<file path="config.mk">
export PLATFORM = sky130hd
export DESIGN_NAME = reference_genotype_normalizer_flat
export DESIGN_NICKNAME = d
export VERILOG_FILES = /design/src/sv/rgn_pkg.sv /design/src/sv/rgn_if.sv /design/src/sv/rgn_front.sv /design/src/sv/rgn_queue.sv /design/src/sv/rgn_back.sv /design/src/sv/reference_genotype_normalizer.sv /design/src/flat_wrapper.sv
export SDC_FILE = /design/constraint.sdc
export NUM_CORES = 1
export LEC_CHECK = 0
export CAP_MARGIN = 30
export CORE_MARGIN = 2
export CORE_UTILIZATION = 45
export DETAILED_ROUTE_END_ITERATION = 10
export DONT_BUFFER_PORTS = 1
export GPL_ROUTABILITY_DRIVEN = 1
export SYNTH_ARGS = -nofsm -noshare
export SYNTH_HDL_FRONTEND = slang
export SYNTH_SLANG_ARGS = --single-unit
</file>
<file path="constraint.sdc">
create_clock -name clk -period 6.8 [get_ports clk]
set_input_delay 0.68 -clock clk [delete_from_list [all_inputs] [get_ports clk]]
set_output_delay 0.68 -clock clk [all_outputs]
set_load 0.02 [all_outputs]
</file>
<file path="src/sv/rgn_pkg.sv">
`timescale 1ns / 1ps

package rgn_pkg;

  // Field widths
  localparam int CODE_W     = 32;
  localparam int TALLY_W    = 16;
  localparam int CFG_IDX_W  = 8;
  localparam int CFG_DATA_W = 32;

  // Tally limit default; the hardware counters never pass the 16-bit maximum
  localparam longint unsigned DEF_TALLY_MAX = 64'd65535;

  // Queue between front and back
  localparam int QUEUE_DEPTH = 2;

  // Allele code constants
  localparam logic [CODE_W-1:0] VEC_END = 32'h8000_0001;

  // Multiply-with-carry generator
  localparam logic [31:0] RNG_SEED = 32'd521288629;
  localparam logic [15:0] RNG_MULT = 16'd18000;

  // Configuration register indexes
  localparam logic [CFG_IDX_W-1:0] REG_ALLOW_HAPLOID = 8'd0;
  localparam logic [CFG_IDX_W-1:0] REG_HAPLOID_SITE  = 8'd1;

  typedef enum logic [1:0] {
    ST_OK            = 2'd0,
    ST_ZERO_PLOIDY   = 2'd1,
    ST_HAPLOID_DENY  = 2'd2,
    ST_PLOIDY_CFG    = 2'd3
  } status_t;

  // Classified sample, front to back
  typedef struct packed {
    status_t status;
    logic    h0;
    logic    h1;
    logic    missing;
    logic    unphased;
    logic    swap;
    logic    last;
  } rgn_item_t;

  // Ploidy configuration handed to the front
  typedef struct packed {
    logic allow_haploid;
    logic haploid_site;
  } rgn_cfg_t;

endpackage

</file>
<file path="src/sv/rgn_if.sv">
`timescale 1ns / 1ps

interface rgn_in_if import rgn_pkg::*; ();
  logic                     valid;
  logic                     ready;
  logic signed [CODE_W-1:0] first_allele_code;
  logic signed [CODE_W-1:0] second_allele_code;
  logic                     swap_ref_alt;
  logic                     last_sample;

  modport source (output valid, first_allele_code, second_allele_code, swap_ref_alt,
                  last_sample, input ready);
  modport sink   (input valid, first_allele_code, second_allele_code, swap_ref_alt,
                  last_sample, output ready);
endinterface

interface rgn_out_if import rgn_pkg::*; ();
  logic               valid;
  logic               ready;
  logic               first_hap;
  logic               second_hap;
  logic               was_missing;
  logic               was_unphased;
  logic [TALLY_W-1:0] missing_count;
  logic [TALLY_W-1:0] unphased_count;
  logic [1:0]         status;
  logic               site_done;

  modport source (output valid, first_hap, second_hap, was_missing, was_unphased,
                  missing_count, unphased_count, status, site_done, input ready);
  modport sink   (input valid, first_hap, second_hap, was_missing, was_unphased,
                  missing_count, unphased_count, status, site_done, output ready);
endinterface

interface rgn_cfg_if import rgn_pkg::*; ();
  logic                  valid;
  logic                  ready;
  logic [CFG_IDX_W-1:0]  index;
  logic [CFG_DATA_W-1:0] data;

  modport source (output valid, index, data, input ready);
  modport sink   (input valid, index, data, output ready);
endinterface

</file>
<file path="src/sv/rgn_front.sv">
`timescale 1ns / 1ps

module rgn_front import rgn_pkg::*; (
  input  logic       clk,
  input  logic       rst_n,
  rgn_in_if.sink     in_if,
  input  rgn_cfg_t   cfg,
  output logic       item_valid,
  output rgn_item_t  item,
  input  logic       item_ready
);

  function automatic logic code_missing(input logic [CODE_W-1:0] c);
    return (c[CODE_W-1:1] == '0);
  endfunction

  // signed value >= 4
  function automatic logic code_alt(input logic [CODE_W-1:0] c);
    return !c[CODE_W-1] && (c[CODE_W-2:2] != '0);
  endfunction

  logic [CODE_W-1:0] c0, c1;
  rgn_item_t         dec;
  logic              valid_r, valid_nxt;
  rgn_item_t         item_r;
  logic              take;

  assign c0 = in_if.first_allele_code;
  assign c1 = in_if.second_allele_code;

  always_comb begin
    dec          = '0;
    dec.status   = ST_OK;
    dec.swap     = in_if.swap_ref_alt;
    dec.last     = in_if.last_sample;
    if (cfg.haploid_site && !cfg.allow_haploid) begin
      dec.status = ST_PLOIDY_CFG;
    end else if (c0 == VEC_END) begin
      dec.status = ST_ZERO_PLOIDY;
    end else begin
      dec.missing = code_missing(c0);
      dec.h0      = !dec.missing && code_alt(c0);
      if (cfg.haploid_site) begin
        dec.h1 = dec.h0;
      end else if (c1 == VEC_END) begin
        if (!dec.missing) begin
          if (cfg.allow_haploid) begin
            dec.h1 = dec.h0;
          end else begin
            dec.status = ST_HAPLOID_DENY;
          end
        end
      end else if (code_missing(c1)) begin
        dec.missing = 1'b1;
      end else begin
        dec.h1       = code_alt(c1);
        dec.unphased = !c1[0];
      end
    end
    // error and missing samples carry no haplotype or phase flags
    if (dec.status != ST_OK) begin
      dec.h0       = 1'b0;
      dec.h1       = 1'b0;
      dec.missing  = 1'b0;
      dec.unphased = 1'b0;
    end else if (dec.missing) begin
      dec.h0       = 1'b0;
      dec.h1       = 1'b0;
      dec.unphased = 1'b0;
    end
  end

  assign in_if.ready = !valid_r || item_ready;
  assign take        = in_if.valid && in_if.ready;

  always_comb begin
    valid_nxt = valid_r;
    if (take) begin
      valid_nxt = 1'b1;
    end else if (item_ready) begin
      valid_nxt = 1'b0;
    end
  end

  always_ff @(posedge clk) begin
    if (!rst_n) begin
      valid_r <= 1'b0;
    end else begin
      valid_r <= valid_nxt;
    end
  end

  always_ff @(posedge clk) begin
    if (take) begin
      item_r <= dec;
    end
  end

  assign item_valid = valid_r;
  assign item       = item_r;

endmodule

</file>
<file path="src/sv/rgn_queue.sv">
`timescale 1ns / 1ps

module rgn_queue import rgn_pkg::*; #(
  parameter int DEPTH = QUEUE_DEPTH
) (
  input  logic      clk,
  input  logic      rst_n,
  input  logic      wr_valid,
  input  rgn_item_t wr_item,
  output logic      wr_ready,
  output logic      rd_valid,
  output rgn_item_t rd_item,
  input  logic      rd_ready
);

  localparam int PTR_W = (DEPTH > 1) ? $clog2(DEPTH) : 1;
  localparam int CNT_W = $clog2(DEPTH + 1);
  localparam logic [PTR_W-1:0] LAST_PTR = PTR_W'(DEPTH - 1);
  localparam logic [CNT_W-1:0] FULL_CNT = CNT_W'(DEPTH);

  rgn_item_t        mem [DEPTH];
  logic [PTR_W-1:0] wr_ptr_r, wr_ptr_nxt, rd_ptr_r, rd_ptr_nxt;
  logic [CNT_W-1:0] cnt_r, cnt_nxt;
  logic             push, pop;

  assign wr_ready = (cnt_r != FULL_CNT);
  assign rd_valid = (cnt_r != '0);
  assign rd_item  = mem[rd_ptr_r];
  assign push     = wr_valid && wr_ready;
  assign pop      = rd_valid && rd_ready;

  always_comb begin
    wr_ptr_nxt = wr_ptr_r;
    rd_ptr_nxt = rd_ptr_r;
    cnt_nxt    = cnt_r;
    if (push) begin
      wr_ptr_nxt = (wr_ptr_r == LAST_PTR) ? '0 : wr_ptr_r + 1'b1;
    end
    if (pop) begin
      rd_ptr_nxt = (rd_ptr_r == LAST_PTR) ? '0 : rd_ptr_r + 1'b1;
    end
    if (push && !pop) begin
      cnt_nxt = cnt_r + 1'b1;
    end else if (pop && !push) begin
      cnt_nxt = cnt_r - 1'b1;
    end
  end

  always_ff @(posedge clk) begin
    if (!rst_n) begin
      wr_ptr_r <= '0;
      rd_ptr_r <= '0;
      cnt_r    <= '0;
    end else begin
      wr_ptr_r <= wr_ptr_nxt;
      rd_ptr_r <= rd_ptr_nxt;
      cnt_r    <= cnt_nxt;
    end
  end

  always_ff @(posedge clk) begin
    if (push) begin
      mem[wr_ptr_r] <= wr_item;
    end
  end

endmodule

</file>
<file path="src/sv/rgn_back.sv">
`timescale 1ns / 1ps

module rgn_back import rgn_pkg::*; #(
  parameter longint unsigned TALLY_MAX = DEF_TALLY_MAX
) (
  input  logic      clk,
  input  logic      rst_n,
  input  logic      item_valid,
  input  rgn_item_t item,
  output logic      item_ready,
  rgn_out_if.source out_if
);

  localparam logic [TALLY_W-1:0] TALLY_CAP =
    (TALLY_MAX > 64'd65535) ? {TALLY_W{1'b1}} : TALLY_W'(TALLY_MAX);

  logic [31:0]        rng_r, rng_nxt, rng_step;
  logic [TALLY_W-1:0] miss_r, miss_nxt, unph_r, unph_nxt;
  logic [TALLY_W-1:0] miss_cnt, unph_cnt;
  logic               out_valid_r, out_valid_nxt;
  logic               pop, ok, het;
  logic               h0, h1;

  logic               first_hap_r, second_hap_r, was_missing_r, was_unphased_r;
  logic [TALLY_W-1:0] missing_count_r, unphased_count_r;
  status_t            status_r;
  logic               site_done_r;

  function automatic logic [TALLY_W-1:0] tally_inc(input logic [TALLY_W-1:0] t);
    return (t >= TALLY_CAP) ? TALLY_CAP : t + 1'b1;
  endfunction

  assign item_ready = !out_valid_r || out_if.ready;
  assign pop        = item_valid && item_ready;

  assign ok  = (item.status == ST_OK);
  assign het = item.h0 != item.h1;

  // w = 18000 * w[15:0] + w[31:16], modulo 2^32
  assign rng_step = ({16'b0, rng_r[15:0]} * {16'b0, RNG_MULT}) + {16'b0, rng_r[31:16]};

  always_comb begin
    miss_cnt = miss_r;
    unph_cnt = unph_r;
    rng_nxt  = rng_r;
    h0       = item.h0;
    h1       = item.h1;
    if (ok) begin
      if (item.missing) begin
        miss_cnt = tally_inc(miss_r);
      end else if (item.unphased) begin
        unph_cnt = tally_inc(unph_r);
        if (het) begin
          rng_nxt = rng_step;
          if (rng_step[0]) begin
            h0 = item.h1;
            h1 = item.h0;
          end
        end
      end
      if (item.swap) begin
        h0 = !h0;
        h1 = !h1;
      end
    end
    miss_nxt = item.last ? '0 : miss_cnt;
    unph_nxt = item.last ? '0 : unph_cnt;
  end

  always_comb begin
    out_valid_nxt = out_valid_r;
    if (pop) begin
      out_valid_nxt = 1'b1;
    end else if (out_if.ready) begin
      out_valid_nxt = 1'b0;
    end
  end

  always_ff @(posedge clk) begin
    if (!rst_n) begin
      rng_r       <= RNG_SEED;
      miss_r      <= '0;
      unph_r      <= '0;
      out_valid_r <= 1'b0;
    end else begin
      out_valid_r <= out_valid_nxt;
      if (pop) begin
        rng_r  <= rng_nxt;
        miss_r <= miss_nxt;
        unph_r <= unph_nxt;
      end
    end
  end

  always_ff @(posedge clk) begin
    if (pop) begin
      first_hap_r      <= h0;
      second_hap_r     <= h1;
      was_missing_r    <= item.missing;
      was_unphased_r   <= item.unphased;
      missing_count_r  <= miss_cnt;
      unphased_count_r <= unph_cnt;
      status_r         <= item.status;
      site_done_r      <= item.last;
    end
  end

  assign out_if.valid          = out_valid_r;
  assign out_if.first_hap      = first_hap_r;
  assign out_if.second_hap     = second_hap_r;
  assign out_if.was_missing    = was_missing_r;
  assign out_if.was_unphased   = was_unphased_r;
  assign out_if.missing_count  = missing_count_r;
  assign out_if.unphased_count = unphased_count_r;
  assign out_if.status         = status_r;
  assign out_if.site_done      = site_done_r;

endmodule

</file>
<file path="src/sv/reference_genotype_normalizer.sv">
`timescale 1ns / 1ps

// Reference genotype normalizer: one sample's pair of allele codes in, one
// word of haplotype bits, flags, site tallies and status out.
// Channels: in_if takes a sample word (two 32-bit allele codes, swap_ref_alt,
// last_sample); out_if returns one result word per sample, in order; cfg_if
// writes allow_haploid (index 0) and haploid_site (index 1), bit 0 of data.
// cfg_if.ready is always high; write config only while no sample is in flight.
// A word passes the front register, the queue and the output register to out_if.
// Throughput: one word per cycle while out_if is ready; the generator update
// (one 16x16 multiply and add) and the tally increment are combinational.
// Structure: front decode register -> 2-entry queue -> back end that owns the
// generator, the tallies and the output register.
// Reset: generator reloads its seed, tallies and config clear, no words held.
// Receiver stall: the output register holds its word; the queue and then the
// front register fill, after which in_if.ready drops. No word is dropped.
module reference_genotype_normalizer import rgn_pkg::*; #(
  parameter longint unsigned TALLY_MAX = DEF_TALLY_MAX
) (
  input  logic      clk,
  input  logic      rst_n,
  rgn_in_if.sink    in_if,
  rgn_out_if.source out_if,
  rgn_cfg_if.sink   cfg_if
);

  rgn_cfg_t  cfg_r, cfg_nxt;
  logic      fq_valid, fq_ready;
  rgn_item_t fq_item;
  logic      qb_valid, qb_ready;
  rgn_item_t qb_item;

  // config register file
  assign cfg_if.ready = 1'b1;

  always_comb begin
    cfg_nxt = cfg_r;
    if (cfg_if.valid) begin
      case (cfg_if.index)
        REG_ALLOW_HAPLOID: cfg_nxt.allow_haploid = cfg_if.data[0];
        REG_HAPLOID_SITE:  cfg_nxt.haploid_site  = cfg_if.data[0];
        default:           cfg_nxt = cfg_r;
      endcase
    end
  end

  always_ff @(posedge clk) begin
    if (!rst_n) begin
      cfg_r <= '0;
    end else begin
      cfg_r <= cfg_nxt;
    end
  end

  // decode and classify
  rgn_front u_front (
    .clk        (clk),
    .rst_n      (rst_n),
    .in_if      (in_if),
    .cfg        (cfg_r),
    .item_valid (fq_valid),
    .item       (fq_item),
    .item_ready (fq_ready)
  );

  // decouples front from back-end stalls
  rgn_queue #(
    .DEPTH (QUEUE_DEPTH)
  ) u_queue (
    .clk      (clk),
    .rst_n    (rst_n),
    .wr_valid (fq_valid),
    .wr_item  (fq_item),
    .wr_ready (fq_ready),
    .rd_valid (qb_valid),
    .rd_item  (qb_item),
    .rd_ready (qb_ready)
  );

  // generator, tallies, inversion, output register
  rgn_back #(
    .TALLY_MAX (TALLY_MAX)
  ) u_back (
    .clk        (clk),
    .rst_n      (rst_n),
    .item_valid (qb_valid),
    .item       (qb_item),
    .item_ready (qb_ready),
    .out_if     (out_if)
  );

endmodule
</file>
<file path="src/flat_wrapper.sv">
// flat-port wrapper written by rule: the top's interface ports become plain ports
module reference_genotype_normalizer_flat import rgn_pkg::*;
#(
  parameter longint unsigned TALLY_MAX = DEF_TALLY_MAX
)
  (clk, rst_n, in_if_valid, in_if_first_allele_code, in_if_second_allele_code, in_if_swap_ref_alt, in_if_last_sample, in_if_ready, out_if_valid, out_if_first_hap, out_if_second_hap, out_if_was_missing, out_if_was_unphased, out_if_missing_count, out_if_unphased_count, out_if_status, out_if_site_done, out_if_ready, cfg_if_valid, cfg_if_index, cfg_if_data, cfg_if_ready);
  rgn_in_if in_if_i ();
  rgn_out_if out_if_i ();
  rgn_cfg_if cfg_if_i ();
  input  logic clk;
  input  logic rst_n;
  input wire logic [$bits(in_if_i.valid)-1:0] in_if_valid;
  input wire logic [$bits(in_if_i.first_allele_code)-1:0] in_if_first_allele_code;
  input wire logic [$bits(in_if_i.second_allele_code)-1:0] in_if_second_allele_code;
  input wire logic [$bits(in_if_i.swap_ref_alt)-1:0] in_if_swap_ref_alt;
  input wire logic [$bits(in_if_i.last_sample)-1:0] in_if_last_sample;
  output wire logic [$bits(in_if_i.ready)-1:0] in_if_ready;
  output wire logic [$bits(out_if_i.valid)-1:0] out_if_valid;
  output wire logic [$bits(out_if_i.first_hap)-1:0] out_if_first_hap;
  output wire logic [$bits(out_if_i.second_hap)-1:0] out_if_second_hap;
  output wire logic [$bits(out_if_i.was_missing)-1:0] out_if_was_missing;
  output wire logic [$bits(out_if_i.was_unphased)-1:0] out_if_was_unphased;
  output wire logic [$bits(out_if_i.missing_count)-1:0] out_if_missing_count;
  output wire logic [$bits(out_if_i.unphased_count)-1:0] out_if_unphased_count;
  output wire logic [$bits(out_if_i.status)-1:0] out_if_status;
  output wire logic [$bits(out_if_i.site_done)-1:0] out_if_site_done;
  input wire logic [$bits(out_if_i.ready)-1:0] out_if_ready;
  input wire logic [$bits(cfg_if_i.valid)-1:0] cfg_if_valid;
  input wire logic [$bits(cfg_if_i.index)-1:0] cfg_if_index;
  input wire logic [$bits(cfg_if_i.data)-1:0] cfg_if_data;
  output wire logic [$bits(cfg_if_i.ready)-1:0] cfg_if_ready;
  assign in_if_i.valid = in_if_valid;
  assign in_if_i.first_allele_code = in_if_first_allele_code;
  assign in_if_i.second_allele_code = in_if_second_allele_code;
  assign in_if_i.swap_ref_alt = in_if_swap_ref_alt;
  assign in_if_i.last_sample = in_if_last_sample;
  assign in_if_ready = in_if_i.ready;
  assign out_if_valid = out_if_i.valid;
  assign out_if_first_hap = out_if_i.first_hap;
  assign out_if_second_hap = out_if_i.second_hap;
  assign out_if_was_missing = out_if_i.was_missing;
  assign out_if_was_unphased = out_if_i.was_unphased;
  assign out_if_missing_count = out_if_i.missing_count;
  assign out_if_unphased_count = out_if_i.unphased_count;
  assign out_if_status = out_if_i.status;
  assign out_if_site_done = out_if_i.site_done;
  assign out_if_i.ready = out_if_ready;
  assign cfg_if_i.valid = cfg_if_valid;
  assign cfg_if_i.index = cfg_if_index;
  assign cfg_if_i.data = cfg_if_data;
  assign cfg_if_ready = cfg_if_i.ready;
  reference_genotype_normalizer #(.TALLY_MAX(TALLY_MAX)) u_core (.clk(clk), .rst_n(rst_n), .in_if(in_if_i), .out_if(out_if_i), .cfg_if(cfg_if_i));
endmodule
</file>
==> results by group <==
CTS
  • Clock tree buffer depth: 2
  • Skew-Pair Late Insertion Delay: 0.42 ns
  • Depth of the CTS H-tree: 4
  • Number of post-CTS setup repair buffers: 0
  • Number of buffers created by CTS: 17
  • Clk slew on worst S/H paths: 0.06 ns
  • Post-cts hold buffer count: 0
  • Clk Tree Root Cell: sky130_fd_sc_hd__clkbuf_16
  • Clock tree sinks: 136
  • TritonCTS clock tree: built
  • Post_cts resized: 0

Synth
  • Share of flip-flops with an asynchronous set or reset: 0%
  • Adder-cell share of the synthesized area: 21.1%
  • Area share of the largest cell type after synthesis: 19.1%
  • Xor/xnor share of the synthesized area: 4.95%
  • Yosys warnings: 0
  • Prevailing post-synth register cell: sky130_fd_sc_hd__dfxtp_1
  • Sequential fraction of the synthesis area: 33.8%
  • Area of the mapped netlist: 9920 um^2
  • Post-synthesis simple-gate area fraction: 18.5%
  • Multiplexer share of the synthesized area: 1.29%
  • Dominant combinational cell family by area after synthesis: adder cells
  • Compound-Gate Fraction of Synth Area: 15.3%
  • Number of synthesized flops with an enable pin: 63
  • Syn Area/Cell: 9.80 um^2
  • Synthesized netlist cell count: 1012
  • Leading cell types by total area after synthesis: sky130_fd_sc_hd__edfxtp_1 (19%), sky130_fd_sc_hd__dfxtp_1 (15%), sky130_fd_sc_hd__ha_1 (14%)
  • Biggest area consumer among synthesized cells: sky130_fd_sc_hd__edfxtp_1
  • Post-synthesis net count: 1270
  • Count of different cell masters after synthesis: 86
  • Flip-flop and latch count after synthesis: 136

Placed design
  • Final weighted congestion of routability-driven global placement: 0.857
  • Standard cell area after detailed placement: 10100 um^2
  • Number of buffers added on ports: 0
  • Hpwl dp: 16300 um

Job
  • Count of maximum capacitance violations: 0

Final layout
  • Layout Area Growth over Synthesis: 8.21%
  • Filler instances: 2017
  • Share of post-route cells with drive strength above 1: 7.48%
  • Diode insertion count for antenna repair: 0
  • Area of all placed cells without fillers: 10700 um^2
  • Most frequent standard cell in the layout excluding fill and tap cells: sky130_fd_sc_hd__ha_1
  • Final core area utilization: 49.3%
  • Highest-count cells in the layout ignoring fill and taps: sky130_fd_sc_hd__ha_1 (113), sky130_fd_sc_hd__nand2_1 (89), sky130_fd_sc_hd__inv_1 (88)
  • Nets: 1261

Min path
  • HP Start: rst_n
  • Worst min-delay path category: primary input to flop

STA
  • Setup skew after layout: 0.00672 ns
  • Worst slew pin tran: 0.797 ns
  • Fmax: 175 MHz
  • Unrepaired setup endpoints after global routing: no
  • Max-slew headroom at the worst pin: 46.8%
  • Setup-violating endpoint count in the final report: 0
  • Sum of negative setup slack: 0 ns
  • Final critical path time including I/O delays and setup: 5.72 ns
  • Number of hold-slack violations in the final timing report: 0
  • Pins Over Slew Limit: 0
  • Hold_ws: 0.342 ns
  • Period utilisation layout: 84.1%

Worst setup path
  • Maximum single-stage delay on the critical path: 0.54 ns
  • Crit path launch: u_core.u_back.rng_r[5]$_SDFFE_PN1P_
  • Maximum fanout count along the critical path: 6
  • Cells traversed along the worst timing path: ha_1 -> ha_1 -> ha_1 -> fa_1 -> inv_1 -> fa_1 -> inv_1 -> ha_1 -> a2111o_1 -> a21oi_1 -> or2_1 -> xnor2_1 -> ha_1 -> o21ai_0 -> nand2b_1 -> nand4b_1 -> and2_1 -> nor4_4 -> and2_1 -> a211oi_1 -> a311o_1
  • Critical R2R Launch: u_core.u_back.rng_r[5]$_SDFFE_PN1P_
  • Slowest cell on the critical path: sky130_fd_sc_hd__dfxtp_1
  • Type of the worst setup path: flop to flop
  • Category of the worst setup path launch point: flop
  • Capturing element type of the critical path: flop
  • Largest delay contributor family on the critical path: adder cells
  • Buffer and inverter count on the worst path: 2
  • Crit path arrival time: 6.02 ns
  • Crit-path most repeated cell: sky130_fd_sc_hd__ha_1
  • Worst path required time: 7.11 ns

Detailed routing
  • Via Count: 7249
  • Vias per Instance: 5.59
  • Final antenna-violating net count: 0
  • Initial DRC Count: 371
  • Pre-antenna DRT Iters: 5
  • Detailed Route WL: 21400 um
  • DRC violation count after routing: 0
  • WL per Instance: 16.5 um

Power and ir drop
  • VDD IR-drop max: 0.278 mV
  • Power density of the placed cells: 450 nW/um^2
  • Total leakage power: 0.00459 uW
  • Final total power: 4830 uW

Floorplanning
  • Die Span X: 152 um
  • Chip Height: 152 um
  • Number of top-level pins: 153
  • Row count: 54
  • Core ar.: 21800 um^2
  • Starting Density: 45.6%
  • Die area: 23200 um^2

GRT
  • Largest net degree at the start of global routing: 75
  • Global route total overflow: 0
  • Wire length of the first global-routing pass: 35900 um
  • Total global routing track utilization: 19.0%
  • Number of global-route vias before repair: 7149
  • Antenna violations before repair: 0

Outcome
  • Status: complete, no violations
-- cell type report --
cell class                      instances  area, um^2  share of cell area (%)
Clock inverter                         12         116                    1.08
Clock buffer                           20         468                    4.36
Inverter                               88         330                    3.08
Timing Repair Buffer                    5        37.5                   0.350
Multi-Input combinational cell        755        6080                    56.6
Tap cell                              280         350                    3.26
Sequential cell                       136        3350                    31.2
-- synth_stat cells (5+ instances only) --
| cell | count |
|---|---|
| sky130_fd_sc_hd__ha_1 | 113 |
| sky130_fd_sc_hd__nand2_1 | 89 |
| sky130_fd_sc_hd__inv_1 | 88 |
| sky130_fd_sc_hd__dfxtp_1 | 73 |
| sky130_fd_sc_hd__edfxtp_1 | 63 |
| sky130_fd_sc_hd__a21oi_1 | 43 |
| sky130_fd_sc_hd__nor2_1 | 40 |
| sky130_fd_sc_hd__nor2b_1 | 38 |
| sky130_fd_sc_hd__fa_1 | 34 |
| sky130_fd_sc_hd__a22oi_1 | 30 |
| sky130_fd_sc_hd__nand3_1 | 29 |
| sky130_fd_sc_hd__xnor2_1 | 29 |
| sky130_fd_sc_hd__xor2_1 | 27 |
| sky130_fd_sc_hd__o21ai_0 | 26 |
| sky130_fd_sc_hd__clkbuf_1 | 20 |
| sky130_fd_sc_hd__and2_1 | 16 |
| sky130_fd_sc_hd__nand4_1 | 16 |
| sky130_fd_sc_hd__nor3_1 | 16 |
| sky130_fd_sc_hd__nor4_1 | 15 |
| sky130_fd_sc_hd__o211ai_1 | 14 |
| sky130_fd_sc_hd__a21o_1 | 13 |
| sky130_fd_sc_hd__and3_1 | 13 |
| sky130_fd_sc_hd__and4_1 | 11 |
| sky130_fd_sc_hd__o21a_1 | 10 |
| sky130_fd_sc_hd__a31oi_1 | 9 |
| sky130_fd_sc_hd__or3_1 | 8 |
| sky130_fd_sc_hd__a21boi_0 | 7 |
| sky130_fd_sc_hd__buf_4 | 7 |
| sky130_fd_sc_hd__nand2b_1 | 7 |
| sky130_fd_sc_hd__a221oi_1 | 6 |
| sky130_fd_sc_hd__mux2_2 | 6 |
| sky130_fd_sc_hd__mux2i_1 | 6 |
| sky130_fd_sc_hd__buf_2 | 5 |
| sky130_fd_sc_hd__nand3b_1 | 5 |
-- per-stage QoR --
stage / worst slack, ns / instances
2_1_floorplan: 1.75 / 1012
3_3_place_gp: 1.08 / 1264
3_5_place_dp: 1.07 / 1264
4_1_cts: 1.04 / 1296
5_1_grt: 0.696 / 1296
6_report: 1.08 / 1296
-- per-layer routing --
layer | global-route usage [%] | up-vias | share of wire, %
li1 | - | 3663 | -
met1 | 25.9 | 3466 | 49
met2 | 31.6 | 99 | 47
met3 | 3.16 | 21 | 2.4
met4 | 5.20 | 0 | 1.2
met5 | 0 | - | 0
-- state kept, by name (all words and copies together) (netlist names), 2 cells and up, named ones only --
register and cells:
u_core.u_back.unph_r 16, u_core.u_back.out_if.status 2, u_core.u_front.item 8, u_core.u_back.miss_r 16, u_core.u_back.out_if.unphased_count 16, u_core.u_back.rng_r 32
u_core.u_back.out_if.missing_count 16, u_core.u_queue.mem 16, u_core.u_queue.cnt_r 2, u_core.cfg_r 2
-- worst register-to-register path, delay by kind of cell, from the launching register on --
family | cells | cell delay, ns
AOI/OAI and AO/OA | 5 | 1.00
xor gates and xnor gates | 1 | 0.10
adders and majority gates | 7 | 2.56
buffers and inverters | 2 | 0.09
DFF | 1 | 0.54
and+or+nand+nor | 6 | 1.33
-- report_power, final --
part           internal (uW)  switching [uW]
Clock                    539             356
Sequential              1020             173
Combinational           1070            1670
Total                   2630            2200
-- cell families (layout without fill, tap and decap cells) --
group,after synthesis,count (layout)
simple gates,331,331
fa+ha+maj,147,147
flops,136,136
compound gates,208,208
xor+xnor,56,56
other cells,1,1
mux,12,12
buf+inv,121,125
-- worst paths after layout --
kind / endpoint / slack (ns) / depth (start not counted)
worst max-delay path: u_core.u_back.rng_r[23]$_SDFFE_PN0P_ / 1.08 / 21
worst min-delay path: u_core.u_back.rng_r[4]$_SDFFE_PN1P_ / 0.34 / 1
worst max register to register: u_core.u_back.rng_r[23]$_SDFFE_PN0P_ / 1.08 / 21
worst min register to register: u_core.u_queue.mem[1][7]$_DFFE_PP_ / 0.44 / 0
Note: power is estimated with default switching activity, not from simulation.
